===== src/hdl/knps_pkg.sv =====
// shared types and constants of the k nearest point select block
package knps_pkg;

  localparam int unsigned MaxPointsDef = 64;
  localparam int unsigned CoordBits    = 24;
  localparam int unsigned IdBits       = 16;
  localparam int unsigned LimitBits    = 7;
  localparam int unsigned ResultCap    = 64;
  localparam int unsigned KBits        = $clog2(ResultCap + 1);
  localparam int unsigned ProdBits     = 2 * CoordBits;
  localparam int unsigned DistBits     = 2 * CoordBits + 2;
  localparam int unsigned CfgIdxBits   = 2;

  localparam logic [CfgIdxBits-1:0] CfgMaxTargets = 2'd0;
  localparam logic [CfgIdxBits-1:0] CfgOriginX    = 2'd1;
  localparam logic [CfgIdxBits-1:0] CfgOriginY    = 2'd2;
  localparam logic [CfgIdxBits-1:0] CfgOriginZ    = 2'd3;

  typedef struct packed {
    logic [IdBits-1:0]           point_id;
    logic signed [CoordBits-1:0] pos_x;
    logic signed [CoordBits-1:0] pos_y;
    logic signed [CoordBits-1:0] pos_z;
    logic                        last_point;
  } point_req_t;

  typedef struct packed {
    logic [IdBits-1:0] target_id;
    logic              last_target;
    logic              set_truncated;
  } target_rsp_t;

  typedef enum logic [1:0] {
    AxisX,
    AxisY,
    AxisZ
  } axis_e;

  typedef struct packed {
    logic  capture;
    logic  mul_en;
    axis_e axis;
    logic  acc_load;
    logic  acc_add;
    logic  store;
    logic  sel_init;
    logic  rd_k;
    logic  scan_start;
    logic  scan_step;
    logic  emit;
    logic  set_clear;
  } knps_cmd_t;

  typedef struct packed {
    logic skip;
    logic last;
    logic want_done;
    logic load_order;
    logic scan_done;
    logic out_free;
  } knps_sts_t;

endpackage


===== src/hdl/knps_ctrl.sv =====
// controller state machine for loading points and selecting targets
module knps_ctrl import knps_pkg::*; (
  input  logic      clk_i,
  input  logic      rst_ni,
  input  logic      in_valid_i,
  output logic      in_ready_o,
  output knps_cmd_t cmd_o,
  input  knps_sts_t sts_i
);

  typedef enum logic [3:0] {
    StIdle,
    StMulX,
    StMulY,
    StMulZ,
    StStore,
    StSelect,
    StNext,
    StScan,
    StEmit
  } state_e;

  state_e state_q, state_d;
  logic   in_ready_q;

  always_comb begin
    state_d = state_q;
    cmd_o   = '0;
    cmd_o.axis = AxisX;
    case (state_q)
      StIdle: begin
        if (in_valid_i && in_ready_q) begin
          cmd_o.capture = 1'b1;
          state_d = StMulX;
        end
      end
      StMulX: begin
        if (sts_i.skip) begin
          state_d = sts_i.last ? StSelect : StIdle;
        end else begin
          cmd_o.mul_en = 1'b1;
          cmd_o.axis   = AxisX;
          state_d = StMulY;
        end
      end
      StMulY: begin
        cmd_o.mul_en   = 1'b1;
        cmd_o.axis     = AxisY;
        cmd_o.acc_load = 1'b1;
        state_d = StMulZ;
      end
      StMulZ: begin
        cmd_o.mul_en  = 1'b1;
        cmd_o.axis    = AxisZ;
        cmd_o.acc_add = 1'b1;
        state_d = StStore;
      end
      StStore: begin
        cmd_o.store = 1'b1;
        state_d = sts_i.last ? StSelect : StIdle;
      end
      StSelect: begin
        cmd_o.sel_init = 1'b1;
        state_d = StNext;
      end
      StNext: begin
        if (sts_i.want_done) begin
          cmd_o.set_clear = 1'b1;
          state_d = StIdle;
        end else if (sts_i.load_order) begin
          cmd_o.rd_k = 1'b1;
          state_d = StEmit;
        end else begin
          cmd_o.scan_start = 1'b1;
          state_d = StScan;
        end
      end
      StScan: begin
        if (sts_i.scan_done) begin
          state_d = StEmit;
        end else begin
          cmd_o.scan_step = 1'b1;
        end
      end
      StEmit: begin
        if (sts_i.out_free) begin
          cmd_o.emit = 1'b1;
          state_d = StNext;
        end
      end
      default: begin
        state_d = StIdle;
      end
    endcase
  end

  always_ff @(posedge clk_i or negedge rst_ni) begin
    if (!rst_ni) begin
      state_q    <= StIdle;
      in_ready_q <= 1'b1;
    end else begin
      state_q    <= state_d;
      in_ready_q <= (state_d == StIdle);
    end
  end

  assign in_ready_o = in_ready_q;

endmodule


===== config.mk =====
export PLATFORM = sky130hd
export DESIGN_NAME = knps_ctrl
export DESIGN_NICKNAME = d
export VERILOG_FILES = /design/src/hdl/knps_pkg.sv /design/src/hdl/knps_ctrl.sv
export SDC_FILE = /design/constraint.sdc
export NUM_CORES = 1
export LEC_CHECK = 0
export ABC_AREA = 0
export BUFFER_PORTS_ARGS = -buffer_cell sky130_fd_sc_hd__buf_2
export CORE_AREA = 2 2 39 41
export CTS_CLUSTER_DIAMETER = 120
export DETAILED_ROUTE_END_ITERATION = 8
export DIE_AREA = 0 0 41 43
export PLACE_DENSITY = 0.58
export SLEW_MARGIN = 5
export SYNTH_ARGS = -nofsm -noshare
export SYNTH_HDL_FRONTEND = slang
export SYNTH_SLANG_ARGS = --single-unit

===== constraint.sdc =====
create_clock -name clk_i -period 1.6 [get_ports clk_i]
set_input_delay 0.32 -clock clk_i [delete_from_list [all_inputs] [get_ports clk_i]]
set_output_delay 0.32 -clock clk_i [all_outputs]
set_load 0.01 [all_outputs]

======== After elaboration in Yosys (flattened, before gate mapping) ========
Cells that the tools add are included.
cells by class
  shifts and indexed selects .............. 0
  bitwise gates (word level) .............. 0
  multipliers ............................. 0
  div/mod/pow operators ................... 0
  order comparisons ....................... 0
  equal/unequal tests ..................... 8
  reduce and logical (&&, ||, !) cells .... 3
  add/sub/neg operators ................... 0
  muxes and demuxes ....................... 26
operator list
  cell                                                              number
  4-bit one-hot mux with 9 select lines                             1
  4-bit 2-to-1 mux                                                  5
  4-bit by 3-bit == test with 1-bit output (second input constant)  4
  1-bit 2-to-1 mux                                                  14
  3-bit 2-to-1 mux                                                  3
  3-bit one-hot mux with 3 select lines                             1
  4-bit by 2-bit == test with 1-bit output (second input constant)  2
  4-bit zero test                                                   2
  4-bit by 1-bit == test with 1-bit output (second input constant)  1
  4-bit == test (second input constant)                             1
  2-bit 2-to-1 mux                                                  2
  1-bit logical AND                                                 1
storage, ports and cells
  output and inout port bits .............. 14
  bits of input ports ..................... 9
  bits in writable memories ............... 0
  memory bits (read-only) ................. 0
  memories ................................ 0
  logic and storage cells ................. 39
  bits in latches ......................... 0
  bits in registers ....................... 5

======== Logic depth before layout (Yosys ltp) ========
Gate-level depths: netlist (run 1).
  depth after elaboration ................. 4
  depth in mapped cells ................... 5
  gate-level depth less buffers ........... 4

======== Worst setup path after synthesis (run 1) ========
No wires, ideal clock.
  kind .................................... register -> register
  from .................................... reg state_q[3]
  to ...................................... reg in_ready_q (netlist: in_ready_o)
  path slack .............................. 0.116 ns
  library setup time ...................... 0.091 ns
  cell stages (with the launch flop) ...... 6
  buffers on the path ..................... 1
  arrival ................................. 1.393 ns
  period minus slack after synthesis ...... 1.484 ns
  required time ........................... 1.509 ns
  path through ............................ dfrtp_1 > buf_6 > nand4bb_1 > nor3b_1 > a311o_1 > nor4b_2
on the way
  cells in the longest elaborated chain, start to end .. 3
  elaborated cells on any way between the ends .. 14
  those cells by class .................... eq/ne: 8; mux: 4; reduce/logical: 2
RTL lines
  item                                         line              RTL
  start, declared                              knps_ctrl.sv:23   state_e state_q, state_d;
  start signal, assigned                       knps_ctrl.sv:99   state_q <= StIdle;
  start signal, assigned                       knps_ctrl.sv:102  state_q <= state_d;
  4-bit == test, or another cell as far along  knps_ctrl.sv:30   case (state_q)
  4-bit one-hot mux with 9 select lines *      knps_ctrl.sv:30
  via state_d[3]                               knps_ctrl.sv:23
  4-bit zero test *                            knps_ctrl.sv:103  in_ready_q <= (state_d == StIdle);
  end signal, assigned                         knps_ctrl.sv:103
  end, declared                                knps_ctrl.sv:24   logic in_ready_q;
The timed path passes the listed nets; every way through them passes the cells marked *.

==> results of run 1 <==
## worst register-to-register path: cells and delay by family, from the launching register on
kind	cells	cell delay (ns)
DFF	1	0.42
buffers and inverters	2	0.27
AOI/OAI and AO/OA	1	0.36
and+or+nand+nor	3	0.42
## registers in the layout, summed over array words and instances (netlist names)
signal and count:
in_ready_o 1, state_q 4
## metrics by stage
stage,setup TNS (ns),worst slack [ns],util,total power [mW],hold slack [ns]
floorplan,0,0.116,-,0.570,0.0244
global placement,0,0.122,0.392,0.736,0.135
detailed placement,0,0.0503,0.392,0.739,0.135
CTS,0,0.00113,0.478,1.03,0.379
global route,-0.577,-0.0955,0.495,1.14,0.411
finish,-0.00196,-0.00196,0.495,1.05,0.404
## worst max-delay path by stage
| stage | cells past startpoint | end | from | slack, ns |
|---|---|---|---|---|
| floorplan | 5 | in_ready_o | state_q[3] | 0.12 |
| global placement | 3 | cmd_o[4] | state_q[0] | 0.12 |
| detailed placement | 3 | cmd_o[4] | state_q[2] | 0.05 |
| CTS | 4 | cmd_o[7] | state_q[3] | 0.001 |
| global route | 3 | cmd_o[1] | state_q[2] | -0.1 |
| finish | 3 | cmd_o[1] | state_q[2] | -0.002 |
## Yosys cell counts (all sizes together)
library cell / number
nor3: 3
a21oi: 2
nand2b: 2
nand4b: 1
dfrtp: 4
nor4b: 2
and3b: 1
a311o: 1
and3: 3
a31oi: 1
dfstp: 1
inv: 4
nor2: 6
nor2b: 2
o21ai: 1
a21boi: 1
and4bb: 1
nand4bb: 2
o211ai: 1
nor4: 1
and4: 1
nand2: 1
buf: 4
or3b: 1
nor3b: 1
o32ai: 1
## cell usage in the layout, fill, tap and decap left out, types with 2 or more instances in the layout
cell,instances
buf_4,8
buf_2,22
inv_1,4
and3_1,3
nor3_1,2
dfrtp_2,3
clkbuf_4,3
nor2_1,5
nor2b_1,2
nor4b_2,2
a21oi_1,2
## metal layers
metal,GRT usage,vias up,share of wire
li1,-,243,-
met1,0.187,231,0.41
met2,0.269,14,0.52
met3,0.0628,2,0.054
met4,0.0333,0,0.017
met5,0,-,0
## where the power goes
group	internal, mW	leakage (nW)	switching [mW]	total, mW
clock network	0.0942	0.0150	0.0503	0.144
logic	0.330	0.289	0.308	0.639
registers	0.193	0.0589	0.0776	0.271
total	0.618	0.363	0.436	1.05
## what timing repair did
| action | in CTS | in global routing |
|---|---|---|
| hold endpoints to repair | 4 | 0 |
| setup endpoints to repair | 9 | 12 |
| hold buffers | 1 | 0 |
| resized for setup | 11 | 2 |
| buffers inserted | 4 | 2 |
| pin swaps | 2 | 3 |
## logic make-up after synthesis
group / share of synthesized area
buffers and inverters: 0.105
AND/OR/NAND/NOR: 0.461
AO/OA/AOI/OAI: 0.132
flip-flops: 0.302
## cell type report
cell class	count	area share
Sequential cell	5	0.190
Clock buffer	4	0.0384
Tap cell	16	0.0293
Inverter	4	0.0219
Timing Repair Buffer	32	0.280
Multi-Input combinational cell	36	0.441
==> flow_summary.ini, run 1 <==
[status]
status = finished with violations
failed_checks = setup timing

[worst_setup_path]
reg2reg_to = in_ready_o
rr_worst_depth = 6
path_max_fanout = 11
worst_setup_path_start_kind = register
reg2reg_slack_ns = 0.03
r2r_start = state_q[1]
critPathCaptureType = output port
cp_slowest_stage_delay_ns = 0.49
path_buf_inv = 1
crit_type = reg2out
critPathTopFamily = flip-flops
required_ns = 1.28
path_cells = nor2b_1 > and3_1 > buf_2
arrival_ns = 1.28
cpMaxStageDelayCell = dfrtp_2

[floorplanning]
fp-row-count = 14
die_y_um = 43
fp.dieW_um = 41
coreArea_um2 = 1380
die_area_um2 = 1760
start_util = 0.302
io-pin-count = 23

[worst_hold_path]
hp-class = in2reg
hold_start = sts_i[0]
holdPathStages = 3
whs_endpoint = state_q[1]

[timing]
finalClockSkew_ns = 0.00600
max_slew_margin = 0.716
fmax_mhz = 624
min_period_ns = 1.60
fin_crit_sh = 1.00
fin_ws_ns = -0.00196
worstMarginPinSlew_ns = 0.422
finalHoldViolCount = 0
rsz0062_at_grt = true
maxSlewViolCount = 0
finalSetupViolations = 1

[grt]
grt_pass1_vias = 448
grt_remaining_overflow = 0
grt_pass1_wl_um = 1910
track_usage = 0.162
grt_max_degree = 12
antenna_found_initial = 0

[clock_network]
cts_buffer_depth = 2
cts_tree = done
numCtsBuffers = 3
cts_num_sinks = 5
clock_latency_ns = 0.24
path_clk_slew_ns = 0.04
cts_root_buffer = clkbuf_4
cts.htree.levels = 1

[synth]
ys_seq_area_frac = 0.302
synth_cell_types = 29
netlist_area_um2 = 418
ys_ff_latch = 5
syn-mean-instance-area_um2 = 8.53
yosys.area.top_type_share = 0.240
synth_nets = 58
syn_inst = 49
yosys.area.top_type = dfrtp_1
yosysWarnings = 0
yosys-top-cells-area = dfrtp_1 (24%), dfstp_2 (6.3%), nand4bb_1 (5.4%), nor2_1 (5.4%), and3_1 (4.5%)

[place]
placed_cell_area_um2 = 542
dp_cells = 86
hpwl_um = 926
port-buffer-count = 22
globalplace.congestion = 0.846

[power_and_ir_drop]
p_per_area_nw_per_um2 = 1540
power.leakage_nw = 0.363
irDropWorstVdd_v = 0.000782

[detailed_routing]
post_drt_via_cell_ratio = 5.05
drt_iter0_markers = 9
dr_total_vias = 490
firstDrtPassIters = 4
route.detailed.drc = 0
wl_per_cell_um = 12.9
ant_nets = 0
wl_um = 1250

[cells_and_area]
n_antenna_cell = 0
n_fill_cell = 147
area_growth_pct = 63.8
layout.cells.non_filler = 97
drive_gt1_frac = 0.568
multi_input_area_um2 = 302
layout.nets = 91
regArea_um2 = 130
design_area_um2 = 684

[job]
cap_violations = 0
No activity file was read; power rests on OpenSTA's default activity.
==> run 2, diff against run 1 <==
--- a/config.mk
+++ b/config.mk
@@ -11,7 +11,7 @@
 export CTS_CLUSTER_DIAMETER = 120
 export DETAILED_ROUTE_END_ITERATION = 8
 export DIE_AREA = 0 0 41 43
-export PLACE_DENSITY = 0.58
+export PLACE_DENSITY = 0.6
 export SLEW_MARGIN = 5
 export SYNTH_ARGS = -nofsm -noshare
 export SYNTH_HDL_FRONTEND = slang
==> constraint.sdc (replaced) <==
create_clock -name clk_i -period 1.4 [get_ports clk_i]
set_input_delay 0.28 -clock clk_i [delete_from_list [all_inputs] [get_ports clk_i]]
set_output_delay 0.28 -clock clk_i [all_outputs]
set_load 0.01 [all_outputs]
==> run 2 against run 1 <==
Critical endpoint is now cmd_o[3]. The flow still finishes with violations (setup timing). Clock power grew 16%. Power grew 24%. Clock skew shrank 0.0039 ns. First-iteration DRC count shrank 33%. Core utilization grew 6.7 points. Sequential cell count is the same. Critical path depth grew 1. Via count grew 8.4%. Largest cell class unchanged. Count of clock-buffer cells in the layout is the same. Hold slack lost 0.078 ns. Design area grew 14%. Register-to-register slack lost 0.10 ns.
==> flow_summary.ini, run 2 (synthesis results as in run 1) <==
[worst_setup_path]
critPathCaptureType = output port
crit_type = reg2out
required_ns = 1.12
crit_end = cmd_o[3]
rr_worst_depth = 4
arrival_ns = 1.30
r2r_start = state_q[2]
reg2reg_slack_ns = -0.07
path_max_fanout = 4
worst_setup_path_startpoint = state_q[0]
worst_setup_path_start_kind = register
reg2reg_to = state_q[0]

[cells_and_area]
final_cell_mix = buf_2 (21), buf_4 (9), buf_6 (6)
n_antenna_cell = 0
drive_gt1_frac = 0.640
layout.nets = 96
area_growth_pct = 85.9
regMostFlops = state_q
regArea_um2 = 129
layout.cells.non_filler = 102
multi_input_area_um2 = 337
largest_reg_flops = 4
n_fill_cell = 137
layout.cells.most_common = buf_2
design_area_um2 = 777

[floorplanning]
die_area_um2 = 1760
fp.dieW_um = 41
io-pin-count = 23
die_y_um = 43
start_util = 0.302
coreArea_um2 = 1380
fp-row-count = 14

[power_and_ir_drop]
seqPwrFrac = 0.233
clock_power_share = 0.128
switchingPower_uw = 534
swShare = 0.408
p_comb_frac = 0.640
internal-power_uw = 776
p_per_area_nw_per_um2 = 1680
irDropWorstVdd_v = 0.000718
power.leakage_nw = 0.403

[detailed_routing]
wl_um = 1280
drt_iter0_markers = 6
route.detailed.drc = 0
dr_total_vias = 531
wl_per_cell_um = 12.6
firstDrtPassIters = 2
post_drt_via_cell_ratio = 5.21
ant_nets = 0

[timing]
finalClockSkew_ns = 0.00210
fin_ws_ns = -0.176
worstMarginPinSlew_ns = 0.462
rsz0062_at_grt = true
fmax_mhz = 634
max_slew_margin = 0.689
finalSetupViolations = 15
maxSlewViolCount = 0
fin_crit_sh = 1.13
min_period_ns = 1.58
timing.setup.tns_ns = -1.59
holdWs_ns = 0.325
finalHoldViolCount = 0

[grt]
antenna_found_initial = 0
track_usage = 0.167
grt_pass1_wl_um = 1990
grt_max_degree = 10
grt_pass1_vias = 510
grt_remaining_overflow = 0

[clock_network]
cts_num_sinks = 5
cts_buffer_depth = 2
path_clk_slew_ns = 0.04
clock_latency_ns = 0.24
numCtsBuffers = 3
cts.htree.levels = 1
cts_root_buffer = clkbuf_4
cts_tree = done

[place]
port-buffer-count = 22
dp_cells = 90
pre_cts_ws_ns = -0.0635
placed_cell_area_um2 = 577
globalplace.congestion = 0.814
hpwl_um = 907

[worst_hold_path]
hp-class = in2reg

[status]
status = finished with violations
failed_checks = setup timing

[job]
cap_violations = 0
-- run 2: critical path, cell delays in order, from the launching register on --
cell and delay (ns):
dfrtp_1 0.41, nand4bb_4 0.27, buf_6 0.15, nor3_4 0.09, buf_2 0.14
-- run 2: power groups by stage --
stage / clock, mW / combinational [mW] / sequential (mW)
floorplan: 0 / 0.405 / 0.247
global placement: 0 / 0.581 / 0.278
detailed placement: 0 / 0.584 / 0.279
CTS: 0.171 / 0.778 / 0.307
global route: 0.180 / 0.911 / 0.316
finish: 0.167 / 0.837 / 0.305
-- run 2: layer usage --
layer	track usage	wire, µm	share of wire
met5	0	0	0
met4	0.120	42	0.033
met3	0.0157	59	0.046
met2	0.288	705	0.55
met1	0.172	476	0.37
-- run 2: per-stage QoR --
stage | total power, mW | utilization
floorplan | 0.652 | -
global placement | 0.858 | 0.417
detailed placement | 0.863 | 0.417
CTS | 1.26 | 0.532
global route | 1.41 | 0.561
finish | 1.31 | 0.561
-- run 2: how the worst min path moves through the flow --
stage / slack (ns) / startpoint / cells past startpoint / end
detailed placement: 0.1 / rst_ni / 1 / state_q[1]
global placement: 0.1 / rst_ni / 1 / state_q[1]
global route: 0.36 / sts_i[0] / 3 / state_q[1]
CTS: 0.33 / sts_i[0] / 3 / state_q[1]
finish: 0.33 / sts_i[0] / 3 / state_q[1]
floorplan: -0.02 / rst_ni / 0 / state_q[0]
-- run 2: layout make-up --
cell class	instances	share of cell area
Multi-Input combinational cell	36	0.433
Tap cell	16	0.0258
Clock buffer	4	0.0338
Timing Repair Buffer	37	0.322
Sequential cell	5	0.166
Inverter	4	0.0193
-- run 2: repair_timing --
action,CTS,global route
setup buffers,4,3
hold buffers,1,0
resized for setup,21,3
pin swaps,7,1
endpoints found under the hold margin,4,0
setup endpoints to repair,14,17
==> run 3, diff against run 2 <==
--- a/config.mk
+++ b/config.mk
@@ -11,7 +11,9 @@
 export CTS_CLUSTER_DIAMETER = 120
 export DETAILED_ROUTE_END_ITERATION = 8
 export DIE_AREA = 0 0 41 43
+export GPL_ROUTABILITY_DRIVEN = 0
 export PLACE_DENSITY = 0.6
+export SKIP_LAST_GASP = 1
 export SLEW_MARGIN = 5
 export SYNTH_ARGS = -nofsm -noshare
 export SYNTH_HDL_FRONTEND = slang
==> run 3 against run 2 <==
The flow still finishes with violations (setup timing). Sequential power barely moved. Sequential share of layout area increased by 0.22 points. Critical path depth decreased by 1. Sequential cell count is the same. Count of clock-buffer cells in the layout stayed put. Power grew 0.59%. Cell count unchanged. Routed wire length decreased by 0.23%. First-iteration DRC count increased by 17%. Design area is 1.3% lower. Die area unchanged. Largest power group unchanged.
==> flow_summary.ini, run 3 (synthesis results as in run 1) <==
[place]
placed_cell_area_um2 = 577
port-buffer-count = 22
pre_cts_ws_ns = -0.0635
dp_cells = 90
hpwl_um = 907

[timing]
timing.setup.tns_ns = -1.55
maxSlewViolCount = 0
fin_crit_sh = 1.12
min_period_ns = 1.57
fin_ws_ns = -0.165
rsz0062_at_grt = true
holdWs_ns = 0.325
worstMarginPinSlew_ns = 0.445
finalSetupViolations = 15
fmax_mhz = 639
finalClockSkew_ns = 0.00194
max_slew_margin = 0.700
finalHoldViolCount = 0

[floorplanning]
io-pin-count = 23
coreArea_um2 = 1380
start_util = 0.302
die_area_um2 = 1760
fp.dieW_um = 41
fp-row-count = 14
die_y_um = 43

[clock_network]
path_clk_slew_ns = 0.04
numCtsBuffers = 3
cts_buffer_depth = 2
cts_num_sinks = 5
cts_tree = done
cts_root_buffer = clkbuf_4
clock_latency_ns = 0.24
cts.htree.levels = 1

[worst_setup_path]
cpMaxStageDelayCell = dfrtp_1
critPathTopFamily = simple AND/OR/NAND/NOR gates
crit_type = reg2out
path_max_fanout = 4
path_buf_inv = 1
critPathCaptureType = output port
required_ns = 1.12
worst_setup_path_start_kind = register
cp_slowest_stage_delay_ns = 0.41
path_cells = nand4bb_4 > nor3b_2 > buf_2
arrival_ns = 1.29

[cells_and_area]
largest_reg_flops = 4
layout.cells.most_common = buf_2
final_cell_mix = buf_2 (21), buf_4 (10), buf_6 (5)
layout.nets = 96
drive_gt1_frac = 0.640
layout.cells.non_filler = 102
n_antenna_cell = 0
regMostFlops = state_q
area_growth_pct = 83.5
design_area_um2 = 767

[detailed_routing]
wl_per_cell_um = 12.6
post_drt_via_cell_ratio = 5.09
wl_um = 1280
ant_nets = 0
route.detailed.drc = 0
firstDrtPassIters = 4
dr_total_vias = 519
drt_iter0_markers = 7

[worst_hold_path]
hp-class = in2reg

[grt]
track_usage = 0.165
grt_pass1_wl_um = 1950
grt_remaining_overflow = 0
grt_max_degree = 10
antenna_found_initial = 0
grt_pass1_vias = 508

[status]
failed_checks = setup timing
status = finished with violations

[power_and_ir_drop]
irDropWorstVdd_v = 0.000717
p_per_area_nw_per_um2 = 1720
power.leakage_nw = 0.399

[job]
cap_violations = 0
## run 3: cell counts in the layout (fill, tap and decap cells not counted)
Identical to the previous run, type by type.
## run 3: timing repair
| action | in CTS | in global routing |
|---|---|---|
| pin swaps | 6 | 1 |
| buffers inserted | 4 | 3 |
| endpoints found under the setup margin | 14 | 17 |
| resized for setup | 18 | 4 |
| hold buffers | 1 | 0 |
| hold endpoints to repair | 4 | 0 |
## run 3: final timing paths
| kind | from | endpoint | slack, ns | cells after the start |
|---|---|---|---|---|
| worst min register to register | state_q[0] | state_q[1] | 0.79 | 3 |
| worst min-delay path | sts_i[0] | state_q[1] | 0.32 | 3 |
| min in group asynchronous | rst_ni | state_q[3] | 0.39 | 2 |
| worst max register to register | state_q[2] | state_q[0] | -0.07 | 4 |
| max in group asynchronous | rst_ni | in_ready_o | 0.80 | 2 |
| worst max-delay path | state_q[0] | cmd_o[4] | -0.17 | 3 |
## run 3: worst reg2reg max path, delay by kind of cell, from the launching register on
kind	cells	cell delay (ns)
and+or+nand+nor	2	0.55
AOI/OAI and AO/OA	1	0.18
DFF	1	0.45
buffers and inverters	1	0.15
## run 3: cell type report
| type | instances | area [µm²] |
|---|---|---|
| inverters | 4 | 15.0 |
| fillers | 144 | 617 |
| flip-flops and latches | 5 | 129 |
| clock buffers | 4 | 26.3 |
| well taps | 16 | 20.0 |
| repair buffers | 37 | 246 |
| multi-input cells | 36 | 330 |
## run 3: per-layer routing
metal,vias to the layer above,part of all wire,GRT usage
li1,258,-,-
met2,17,0.55,0.291
met3,4,0.044,0.0157
met5,-,0,0
met4,0,0.024,0.120
met1,240,0.38,0.162
## run 3: through the flow
| step | power [mW] | util |
|---|---|---|
| 6_report | 1.32 | 0.554 |
| 5_1_grt | 1.41 | 0.554 |
| 4_1_cts | 1.23 | 0.520 |
| 3_5_place_dp | 0.863 | 0.417 |
| 3_3_place_gp | 0.858 | 0.417 |
| 2_1_floorplan | 0.652 | - |
## run 3: power breakdown
group | leakage (nW) | internal, mW | switching (mW)
registers | 0.0602 | 0.218 | 0.0870
clock network | 0.0150 | 0.108 | 0.0592
logic | 0.324 | 0.459 | 0.386
